`src/hdl/mptb_pkg.sv`:
```
// Shared types and constants for the pointer report to terminal byte block.
// Used by the front decoder, the run queue, the byte serializer and the top level.
// No dependencies.
package mptb_pkg;

  localparam int RUN_MAX = 5;
  localparam int RUN_LEN_W = $clog2(RUN_MAX + 1);
  localparam int RUN_IDX_W = $clog2(RUN_MAX);
  localparam int QUEUE_DEPTH = 4;
  localparam int CFG_INDEX_W = 2;
  localparam int CFG_DATA_W = 16;

  localparam logic [7:0] ESC_BYTE = 8'h7e;
  localparam logic [7:0] KEY_MID = 8'h3f;
  localparam logic [7:0] KEY_RIGHT = 8'h40;

  localparam logic [1:0] KIND_PLAIN = 2'd0;
  localparam logic [1:0] KIND_TRACKPAD = 2'd1;
  localparam logic [1:0] KIND_EXT_MOUSE = 2'd2;
  localparam logic [1:0] KIND_EXT_BALL = 2'd3;

  localparam logic [CFG_INDEX_W-1:0] CFG_FORWARD_ENABLE = 2'd0;
  localparam logic [CFG_INDEX_W-1:0] CFG_MAP_ENABLE = 2'd1;
  localparam logic [CFG_INDEX_W-1:0] CFG_MAP_LENGTH = 2'd2;
  localparam logic [CFG_INDEX_W-1:0] CFG_MAP_TARGETS = 2'd3;

  typedef struct packed {
    logic [7:0] report_byte0;
    logic [7:0] report_byte1;
    logic [7:0] report_byte2;
    logic [7:0] report_byte3;
    logic [3:0] byte_count;
    logic [1:0] device_kind;
  } report_t;

  typedef struct packed {
    logic [7:0] out_byte;
    logic       last_of_run;
  } tty_byte_t;

  typedef struct packed {
    logic [RUN_MAX-1:0][7:0] bytes;
    logic [RUN_LEN_W-1:0]    len;
  } run_t;

endpackage

```
`src/hdl/mouse_packet_to_tty_bytes.sv`:
```
// Pointer report to terminal byte stream, top level.
// Each accepted report is decoded in the cycle it arrives and turned into a run
// of zero to five bytes; a run that is not empty waits in a short run queue and
// leaves one beat per cycle on the output channel while out_ready is high. The
// single byte output port sets the sustained rate; the next run, if one waits,
// starts in the cycle after the last beat of the run before it. Reports are
// taken back to back while the queue has room.
// Configuration writes are always ready and are meant to happen while idle.
// Instantiates mptb_front, mptb_queue and mptb_back; depends on mptb_pkg.
module mouse_packet_to_tty_bytes #(
  parameter int QUEUE_DEPTH = mptb_pkg::QUEUE_DEPTH
) (
  input  logic                             clk,
  input  logic                             rst,
  input  logic                             in_valid,
  output logic                             in_ready,
  input  mptb_pkg::report_t                in_data,
  output logic                             out_valid,
  input  logic                             out_ready,
  output mptb_pkg::tty_byte_t              out_data,
  input  logic                             cfg_valid,
  output logic                             cfg_ready,
  input  logic [mptb_pkg::CFG_INDEX_W-1:0] cfg_index,
  input  logic [mptb_pkg::CFG_DATA_W-1:0]  cfg_data
);

  logic           push, full, pop, not_empty;
  mptb_pkg::run_t push_run, head;

  mptb_front u_front (
    .clk        (clk),
    .rst        (rst),
    .in_valid   (in_valid),
    .in_ready   (in_ready),
    .in_data    (in_data),
    .cfg_valid  (cfg_valid),
    .cfg_ready  (cfg_ready),
    .cfg_index  (cfg_index),
    .cfg_data   (cfg_data),
    .queue_full (full),
    .push       (push),
    .push_run   (push_run)
  );

  mptb_queue #(
    .DEPTH (QUEUE_DEPTH)
  ) u_queue (
    .clk       (clk),
    .rst       (rst),
    .push      (push),
    .push_run  (push_run),
    .full      (full),
    .pop       (pop),
    .not_empty (not_empty),
    .head      (head)
  );

  mptb_back u_back (
    .clk       (clk),
    .rst       (rst),
    .not_empty (not_empty),
    .head      (head),
    .pop       (pop),
    .out_valid (out_valid),
    .out_ready (out_ready),
    .out_data  (out_data)
  );

endmodule

```
`src/hdl/mptb_front.sv`:
```
// Front end: configuration registers, report decode and button state tracking.
// Builds one run of up to five terminal bytes per report. Depends on mptb_pkg.
module mptb_front (
  input  logic                                 clk,
  input  logic                                 rst,
  input  logic                                 in_valid,
  output logic                                 in_ready,
  input  mptb_pkg::report_t                    in_data,
  input  logic                                 cfg_valid,
  output logic                                 cfg_ready,
  input  logic [mptb_pkg::CFG_INDEX_W-1:0]     cfg_index,
  input  logic [mptb_pkg::CFG_DATA_W-1:0]      cfg_data,
  input  logic                                 queue_full,
  output logic                                 push,
  output mptb_pkg::run_t                       push_run
);

  logic        forward_enable;
  logic        map_enable;
  logic [2:0]  map_length;
  logic [15:0] map_targets;
  logic        left_state;
  logic        middle_state;
  logic        right_state;

  logic [7:0] b0, b1, b2, yb, xb;
  logic [3:0] cnt;
  logic [3:0] btns;
  logic [3:0] ext_btn;
  logic [3:0] tgt;
  logic [2:0] lim;
  logic [mptb_pkg::RUN_LEN_W-1:0] pos;
  logic       ext, up, bl, bm, br, chk_m, chk_r, mot, mchg, rchg, accept;

  assign in_ready = !queue_full;
  assign cfg_ready = 1'b1;
  assign accept = in_valid && in_ready;

  always_comb begin
    b0 = in_data.report_byte0;
    b1 = in_data.report_byte1;
    b2 = in_data.report_byte2;
    cnt = in_data.byte_count;
    ext = (in_data.device_kind == mptb_pkg::KIND_EXT_MOUSE ||
           in_data.device_kind == mptb_pkg::KIND_EXT_BALL) && cnt == 4'd4;
    ext_btn = ~in_data.report_byte3[3:0];
    btns = 4'hf;
    tgt = 4'd0;
    up = 1'b1;
    lim = (map_length > 3'd4) ? 3'd4 : map_length;
    bl = 1'b1;
    bm = 1'b1;
    br = 1'b1;
    chk_m = 1'b1;
    chk_r = 1'b1;
    yb = b0;
    xb = b1;
    if (ext) begin
      if (in_data.device_kind == mptb_pkg::KIND_EXT_BALL) begin
        bl = !(ext_btn[2] || ext_btn[3]);
        bm = !ext_btn[0];
        br = !ext_btn[1];
      end else begin
        bl = !ext_btn[0];
        bm = !ext_btn[1];
        br = !ext_btn[2];
      end
      yb = {bl, b0[6:0]};
      xb = {1'b0, b1[6:0]};
    end else begin
      if (in_data.device_kind == mptb_pkg::KIND_TRACKPAD && cnt > 4'd1) begin
        b0 = {b0[7] & b1[7], b0[6:0]};
        b1 = {1'b1, b1[6:0]};
      end
      if (map_enable) begin
        for (int i = 0; i < 4; i++) begin
          if (3'(i) < lim) begin
            tgt = map_targets[4*i +: 4];
            if (tgt >= 4'd1 && tgt <= 4'd4) begin
              up = 1'b1;
              if (i == 0) begin
                up = b0[7];
              end else if (i == 1) begin
                if (cnt >= 4'd1) up = b1[7];
              end else if (i == 2) begin
                if (cnt >= 4'd2) up = b2[7];
              end else begin
                if (cnt >= 4'd3) up = b2[3];
              end
              if (!up) btns[tgt[1:0] - 2'd1] = 1'b0;
            end
          end
        end
        b0 = {btns[0], b0[6:0]};
        b1 = {btns[1], b1[6:0]};
        b2 = {btns[2], b2[6:0]};
      end
      bl = b0[7];
      bm = b1[7];
      br = b2[7];
      chk_m = cnt >= 4'd2;
      chk_r = cnt >= 4'd3;
      yb = b0;
      xb = b1;
    end
    mot = (yb[6:0] != 7'd0) || (xb[6:0] != 7'd0) || (bl != left_state);
    mchg = chk_m && (bm != middle_state);
    rchg = chk_r && (br != right_state);

    push_run = '0;
    pos = '0;
    if (mot) begin
      push_run.bytes[0] = mptb_pkg::ESC_BYTE;
      push_run.bytes[1] = yb;
      push_run.bytes[2] = xb;
      pos = mptb_pkg::RUN_LEN_W'(3);
    end
    if (mchg) begin
      push_run.bytes[pos[mptb_pkg::RUN_IDX_W-1:0]] = {bm, mptb_pkg::KEY_MID[6:0]};
      pos = pos + 1'b1;
    end
    if (rchg) begin
      push_run.bytes[pos[mptb_pkg::RUN_IDX_W-1:0]] = {br, mptb_pkg::KEY_RIGHT[6:0]};
      pos = pos + 1'b1;
    end
    push_run.len = pos;
  end

  assign push = accept && forward_enable && (pos != '0);

  always_ff @(posedge clk) begin
    if (rst) begin
      forward_enable <= 1'b0;
      map_enable <= 1'b0;
      map_length <= 3'd0;
      map_targets <= 16'd0;
      left_state <= 1'b1;
      middle_state <= 1'b1;
      right_state <= 1'b1;
    end else begin
      if (cfg_valid) begin
        case (cfg_index)
          mptb_pkg::CFG_FORWARD_ENABLE: forward_enable <= cfg_data[0];
          mptb_pkg::CFG_MAP_ENABLE: map_enable <= cfg_data[0];
          mptb_pkg::CFG_MAP_LENGTH: map_length <= cfg_data[2:0];
          mptb_pkg::CFG_MAP_TARGETS: map_targets <= cfg_data;
          default: ;
        endcase
      end
      if (accept && forward_enable) begin
        if (mot) left_state <= bl;
        if (mchg) middle_state <= bm;
        if (rchg) right_state <= br;
      end
    end
  end

endmodule

```
`src/hdl/mptb_queue.sv`:
```
// Short queue of decoded byte runs between the front end and the serializer.
// Depends on mptb_pkg.
module mptb_queue #(
  parameter int DEPTH = mptb_pkg::QUEUE_DEPTH
) (
  input  logic           clk,
  input  logic           rst,
  input  logic           push,
  input  mptb_pkg::run_t push_run,
  output logic           full,
  input  logic           pop,
  output logic           not_empty,
  output mptb_pkg::run_t head
);

  localparam int PTR_W = (DEPTH > 1) ? $clog2(DEPTH) : 1;
  localparam int CNT_W = $clog2(DEPTH + 1);

  mptb_pkg::run_t mem [DEPTH];
  logic [PTR_W-1:0] wr_ptr;
  logic [PTR_W-1:0] rd_ptr;
  logic [CNT_W-1:0] count;
  logic do_push, do_pop;

  assign full = count == CNT_W'(DEPTH);
  assign not_empty = count != '0;
  assign head = mem[rd_ptr];
  assign do_push = push && !full;
  assign do_pop = pop && not_empty;

  always_ff @(posedge clk) begin
    if (do_push) mem[wr_ptr] <= push_run;
  end

  always_ff @(posedge clk) begin
    if (rst) begin
      wr_ptr <= '0;
      rd_ptr <= '0;
      count <= '0;
    end else begin
      if (do_push) wr_ptr <= (wr_ptr == PTR_W'(DEPTH - 1)) ? '0 : wr_ptr + 1'b1;
      if (do_pop) rd_ptr <= (rd_ptr == PTR_W'(DEPTH - 1)) ? '0 : rd_ptr + 1'b1;
      if (do_push && !do_pop) count <= count + 1'b1;
      else if (do_pop && !do_push) count <= count - 1'b1;
    end
  end

endmodule

```
`src/hdl/mptb_back.sv`:
```
// Back end: takes one run from the queue and sends its bytes one beat at a time.
// Depends on mptb_pkg.
module mptb_back (
  input  logic                  clk,
  input  logic                  rst,
  input  logic                  not_empty,
  input  mptb_pkg::run_t        head,
  output logic                  pop,
  output logic                  out_valid,
  input  logic                  out_ready,
  output mptb_pkg::tty_byte_t   out_data
);

  mptb_pkg::run_t cur;
  logic busy;
  logic [mptb_pkg::RUN_IDX_W-1:0] idx;
  logic last;

  assign last = idx == mptb_pkg::RUN_IDX_W'(cur.len - 1'b1);
  assign out_valid = busy;
  assign out_data.out_byte = cur.bytes[idx];
  assign out_data.last_of_run = last;
  assign pop = not_empty && (!busy || (out_ready && last));

  always_ff @(posedge clk) begin
    if (rst) begin
      busy <= 1'b0;
      idx <= '0;
    end else if (pop) begin
      busy <= 1'b1;
      idx <= '0;
    end else if (busy && out_ready) begin
      if (last) busy <= 1'b0;
      else idx <= idx + 1'b1;
    end
  end

  always_ff @(posedge clk) begin
    if (pop) cur <= head;
  end

endmodule

```
`config.mk`:
```
export PLATFORM = sky130hd
export DESIGN_NAME = mouse_packet_to_tty_bytes
export DESIGN_NICKNAME = d
export VERILOG_FILES = /design/src/hdl/mptb_pkg.sv /design/src/hdl/mouse_packet_to_tty_bytes.sv /design/src/hdl/mptb_front.sv /design/src/hdl/mptb_queue.sv /design/src/hdl/mptb_back.sv
export SDC_FILE = /design/constraint.sdc
export NUM_CORES = 1
export LEC_CHECK = 0
export BUFFER_PORTS_ARGS = -buffer_cell sky130_fd_sc_hd__buf_2
export CORE_UTILIZATION = 30
export DETAILED_ROUTE_END_ITERATION = 6
export SETUP_SLACK_MARGIN = 0.5
export SLEW_MARGIN = 20
export SYNTH_ARGS = -nofsm -noshare
export SYNTH_HDL_FRONTEND = slang
export SYNTH_HIERARCHICAL = 1
export SYNTH_SLANG_ARGS = --single-unit
```
`constraint.sdc`:
```
create_clock -name clk -period 12.03 [get_ports clk]
set_input_delay 1.203 -clock clk [delete_from_list [all_inputs] [get_ports clk]]
set_output_delay 1.203 -clock clk [all_outputs]
set_load 0.01 [all_outputs]
```
# --- Word-level counts from Yosys, hierarchy flattened ---
# Memory sizes are Yosys's and may differ from the RTL's. A register that Yosys moved wholly into a read port is not among the register bits.
# Cells that the tools add are included.
word_totals:
  reg_bits: 35
  latchBits: 0
  mem_bits_rw: 172
  romBits: 0
  input_bits: 61
  output_inout_bits: 12
  wordCells: 218
  memories: 1
mem_list:
  columns: ["name", "words", "width", "rd", "rd_clocked_by_memory_dff", "write_ports", "line", "text"]
  rows:
  - ["u_queue.mem", 4, 43, 1, 1, 1, "mptb_queue.sv:19", "mptb_pkg::run_t mem [DEPTH];"]
classes:
  add_sub_neg: 12
  multipliers: 0
  div_mod_pow: 0
  order_cmp: 30
  n_eq_ne: 14
  shift: 0
  mux: 84
  bitwise_logic: 10
  n_reduce_logical: 55
op_table:
  columns: ["operator", "count"]
  rows:
  - ["$bwmux 40", 2]
  - ["$mux 40", 2]
  - ["$mux 8", 10]
  - ["$mux 3", 23]
  - ["$demux 8 s3", 2]
  - ["$mux 1", 36]
  - ["$bmux 8 s3", 1]
  - ["$logic_and 1x1->1", 24]
  - ["$mux 24", 1]
  - ["$ge 4x1->1 const B", 5]
  - ["$reduce_and 2->1", 9]
  - ["$le 4x3->1 const B", 4]
  - ["$reduce_bool 7->1", 2]
  - ["$eq 2x2->1 const B", 6]
  - ["$lt 2x3->1 const B", 4]
  - ["$not 3->3", 4]
  - ["$ge 2x1->1 const B", 5]
  - ["$add 3x1->3 const B", 3]
  - ["$and 3x3->3", 3]
  - ["$demux 1 s2", 4]
  - ["$ge 4x2->1 const B", 2]
  - ["$logic_not 1->1", 8]
  - ["$lt 3x4->1 const B", 2]
  - ["$sub 2x1->2 const B", 4]
  - ["other kinds (23)", 39]

# --- Logic depth before layout (Yosys ltp) ---
logic_depth:
  depth_word: 45
  mapped_depth: 18
  ltp_nobuf: 18

# --- Hierarchy ---
# The synthesis kept the hierarchy.
by_module_without_submodules:
  columns: ["module", "instances", "cells_per_inst", "area_each_um2"]
  rows:
  - ["mptb_queue", 1, 275, 6705.2]
  - ["mptb_back", 1, 111, 1900.6]
  - ["mptb_front", 1, 237, 1830.5]

# --- Least setup slack after synthesis ---
# OpenSTA, ideal clock, no wires.
synth_path:
  path_type: "in2reg"
  start: "input port in_data[3] in the netlist's numbering"
  end: "register u_queue.count[2]"
  arrival_ns: 5.354
  slack_ns: 6.606
  cell_stages: 17
  n_path_buf: 0
  path_cell_list: "or3_4 a2111oi_2 and4b_1 a311oi_1 o21ai_2 mux2i_1 ha_1 nor4b_1 a311oi_1 inv_1 nor2_2 ha_1 inv_1 fa_1 xor2_1 or3_2 a21oi_1"
synth_between:
  elab_chain_cells: 43
  word_cells_on_any_way: 81
synth_rtl:
  columns: ["item", "line", "text"]
  rows:
  - ["from (decl)", "mouse_packet_to_tty_bytes.sv:17", "input mptb_pkg::report_t in_data,"]
  - ["$gt 4x1->1", "mptb_front.sv:71", "if (in_data.device_kind == mptb_pkg::KIND_TRACKPAD && cnt > 4'd1) begin"]
  - ["$logic_and 1x1->1", "mptb_front.sv:71", null]
  - ["$mux 8", "mptb_front.sv:71", null]
  - ["$mux 1", "mptb_front.sv:79", "if (tgt >= 4'd1 && tgt <= 4'd4) begin"]
  - ["$mux 1", "mptb_front.sv:77", "if (3'(i) < lim) begin"]
  - ["$mux 1", "mptb_front.sv:75", "if (map_enable) begin"]
  - ["$mux 1", "mptb_front.sv:58", "if (ext) begin"]
  - ["$mux 3", "mptb_front.sv:90", "if (!up) btns[tgt[1:0] - 2'd1] = 1'b0;"]
  - ["[29 not listed]", null, null]
  - ["$reduce_bool 3->1 *", "mptb_front.sv:129", "assign push = accept && forward_enable && (pos != '0);"]
  - ["$logic_and 1x1->1 *", "mptb_front.sv:129", null]
  - ["via push", "mouse_packet_to_tty_bytes.sv:27", "logic push, full, pop, not_empty;"]
  - ["$logic_and 1x1->1 *", "mptb_queue.sv:28", "assign do_push = push && !full;"]
  - ["via u_queue.do_push", "mptb_queue.sv:23", "logic do_push, do_pop;"]
  - ["$logic_not 1->1", "mptb_queue.sv:44", "else if (do_pop && !do_push) count <= count - 1'b1;"]
  - ["$logic_and 1x1->1", "mptb_queue.sv:44", null]
  - ["$reduce_bool 2->1 (no source line)", null, null]
  - ["to (signal assigned)", "mptb_queue.sv:43", "if (do_push && !do_pop) count <= count + 1'b1;"]
  - ["to (signal assigned)", "mptb_queue.sv:44", null]
  - ["to (decl)", "mptb_queue.sv:22", "logic [CNT_W-1:0] count;"]
# Mark *: on every way through the listed nets, which the timed path passes. The rest lies on a longest branch. The select of a mux whose other input is x is not followed.
# A chain may end at the register's enable or synchronous reset.

# --- Final worst setup path ---
# Ends and elaborated chain as after synthesis.

==> run metrics <==
final hold violation count 0; RSZ-0062 raised after global routing no; clock skew 0.0212 ns; Synth warnings 6; Total Neg Setup Slack 0 ns; critical path class input port to flip-flop; met2 Use GR 18.1%; IO Port Bufs 61; Skew-Pair Late Insertion Delay 0.53 ns; Compound-Gate Fraction of Synth Area 4.80%; Worst VDD drop 103 uV; Yosys cell types 76; Mapped Area 0.0104 mm2; CP Launch Type input port; Synth Area in XOR/XNOR 0.887%; Final Cycle Share 50.8%; CTS tree done; number of global-route vias before repair 5494; Core ar. 0.0339 mm2; Synth Flop Type edfxtp_1; drt pass-1 iters 4; switching part of the total 21.1%; main combinational cell family by area after synthesis multiplexers; clock root buffer clkbuf_16; crit-path max FO 26; vias per inst 4.64; initial DRC count 358; Tmin final 6.11 ns; Hold Crit Class flip-flop to flip-flop; Rows 67; Sequential Power Share 52.9%; slack of the critical path 5.92 ns; worst reg2reg path startpoint u_front/map_targets[8]; WP data arrival 6.56 ns; post-CTS resize count 0; remaining antenna violation count after routing 0; hold_buf cts 0; Syn Area/Cell 16.8 um2; LEAKAGE 0.00399 uW; GR peak layer met2; Endpoint, Worst Hold u_front/map_targets[15]; Post-synth EDFFs 215; number of post-CTS setup repair buffers 0; clk sinks 252; Nets 752; Worst R2R End u_queue/count[2]; worst-case reg-to-reg path depth 18; adder-cell share of the synthesized area 2.11%; Pins Over Slew Limit 0; Slew Limit Headroom 30.6%; flops & latches, synth 252; Combinational Power Share 5.1%; Clock Tree Buf Depth 3; FMAX 164 MHz; io pins 73; n_diodes 0; All-Layer GR Usage 11.1%; status completed; pre-CTS WS 5.32 ns; Post-Route WL 19.3 mm; clock transition at the registers of the reported paths 0.06 ns; Multi-input gate area 0.00286 mm2; Max Cap Violations 0; origin of the worst min-delay path u_front/map_targets[15]; CTS Buf Count 25; met1 Use GR 15.4%; # setup viols final 0; critical path capture point type flip-flop; die height 189 um; grt total ovfl 0; GRT met3 Usage 1.75%; Syn Inst Count 623; clock network power share 42.0%; Worst Hold Depth 2; FF-to-FF setup slack 6.42 ns; data required time of the worst path 12.48 ns; antenna violations before repair 0; post-synthesis mux area share 12.2%; Die X 189 um; via count 5295; Reg area 0.00720 mm2; sw power 389 uW; layout cell share with drive strength beyond 1 28.0%; routability cong. 0.751; Initial Util 30.8%; Async SR Flop Fraction 0%; pin count of the biggest net entering global routing 45; Fillers 3238; first-pass GRT wire length 30.7 mm; Area Growth Syn to Fin 14.1%; residual DRC count 0; dpl hpwl 11.6 mm; Die ar. 0.0355 mm2; Synth Area in Simple Gates 7.04%; Slew @ Worst Pin 1.03 ns; sequential area share after synthesis 69.0%; Pwr Density 155 mW/mm2; drt wl/cell 17.0 um; total number of H-tree levels 1; Pint 1460 uW
## registers in the layout, indices dropped and copies added, names as in the netlist, named ones only
signal	count
u_queue/mem	172
u_front/forward_enable	1
u_front/map_length	3
u_queue/count	3
u_queue/rd_ptr	2
u_back/cur	43
u_front/right_state	1
u_back/idx	3
u_front/map_targets	16
u_back/out_valid	1
u_queue/wr_ptr	2
u_front/map_enable	1
u_front/middle_state	1
u_front/left_state	1
## cell usage after synthesis, types with 7 or more instances
library cell,count,share of area (%)
nor4_1,8,0.48
edfxtp_1,215,62
clkbuf_1,18,0.65
buf_4,18,1.3
a21oi_1,23,1.1
buf_6,7,0.76
ha_1,16,1.9
mux2i_1,11,1.1
mux4_2,51,11
o21ai_1,10,0.48
inv_1,22,0.79
dfxtp_1,37,7.1
nand2_1,50,1.8
nor2_1,18,0.65
## power by group through the flow
stage | clock, uW | combinational [uW] | sequential (uW)
2_1_floorplan | 0 | 67.9 | 993
3_3_place_gp | 0 | 94.1 | 994
3_5_place_dp | 0 | 95.9 | 995
4_1_cts | 793 | 96.1 | 976
5_1_grt | 821 | 105 | 977
6_report | 774 | 94.5 | 976
## routing by layer
layer,share of wire (%),wire (um)
met5,0,0
met4,1.4,279
met3,6.2,1200
met2,47,9110
met1,45,8750
## worst max path at each step
stage               startpoint               end  slack (ns)  depth (start not counted)
floorplan           in_data[3]  u_queue/count[2]        6.61                         17
global placement    in_data[3]  u_queue/count[2]        5.39                         18
detailed placement  in_data[3]  u_queue/count[2]        5.32                         18
CTS                 in_data[3]  u_queue/count[2]        5.85                         18
global route        in_data[3]  u_queue/count[2]        5.42                         18
finish              in_data[3]  u_queue/count[2]        5.92                         18
## layout make-up
type                    instances  area share (%)
well taps                     448            4.71
inverters                      23           0.767
clock buffers                  28            5.35
clock inverters                17            1.55
flip-flops and latches        252            60.5
multi-input cells             302            24.0
repair buffers                 70            3.13
## cell usage in the layout (no fill, tap or decap), types with 3 or more instances in the layout
cell type	instances
a21oi_1	23
conb_1	7
nand4_1	3
clkinv_2	6
nand2b_1	3
clkbuf_16	25
nor2b_1	3
clkinv_1	4
nand3b_1	3
buf_2	61
nand3_1	6
xnor2_1	4
a311oi_1	3
and3_2	4
and2_2	3
mux4_2	51
nor2_1	18
xor2_1	4
dfxtp_1	35
edfxtp_1	215
buf_4	9
nor4_1	8
clkbuf_1	3
inv_1	22
o21ai_0	6
nand2_1	50
or4b_2	3
ha_1	16
bufinv_16	3
o21ai_1	10
nor3_1	3
mux2i_1	11
## metrics by stage
step | std cells | util, % | hold WS (ns) | instance area (um2) | power (uW)
after floorplan | 628 | - | 0.431 | 10500 | 1060
after global placement | 1095 | 32.7 | 0.440 | 11100 | 1090
after detailed placement | 1095 | 32.7 | 0.443 | 11100 | 1090
after CTS | 1140 | 35.1 | 0.451 | 11900 | 1870
after global routing | 1140 | 35.1 | 0.486 | 11900 | 1900
final | 1140 | 35.1 | 0.452 | 11900 | 1840
## logic make-up (layout without fill, tap and decap cells)
logic type      count (synthesis)  in the layout
flops                         252            252
simple gates                  134            134
buf+inv                        74            138
compound gates                 72             72
mux                            63             63
fa+ha+maj                      17             17
xor+xnor                        9              9
other cells                     2              7
## worst max-delay path: stages
cell and delay, ns:
buf_2 0.13, or3_4 0.43, a2111oi_2 0.43, and4b_1 0.26, a311oi_1 0.06, o21ai_2 0.22
mux2i_1 0.55, ha_1 0.81, nor4b_1 0.12, a311oi_1 0.66, inv_1 0.15, nor2_2 0.19
ha_1 0.20, inv_1 0.06, fa_1 0.37, xor2_1 0.15, or3_2 0.41, a21oi_1 0.14
Power figures use the tool's default switching activity.
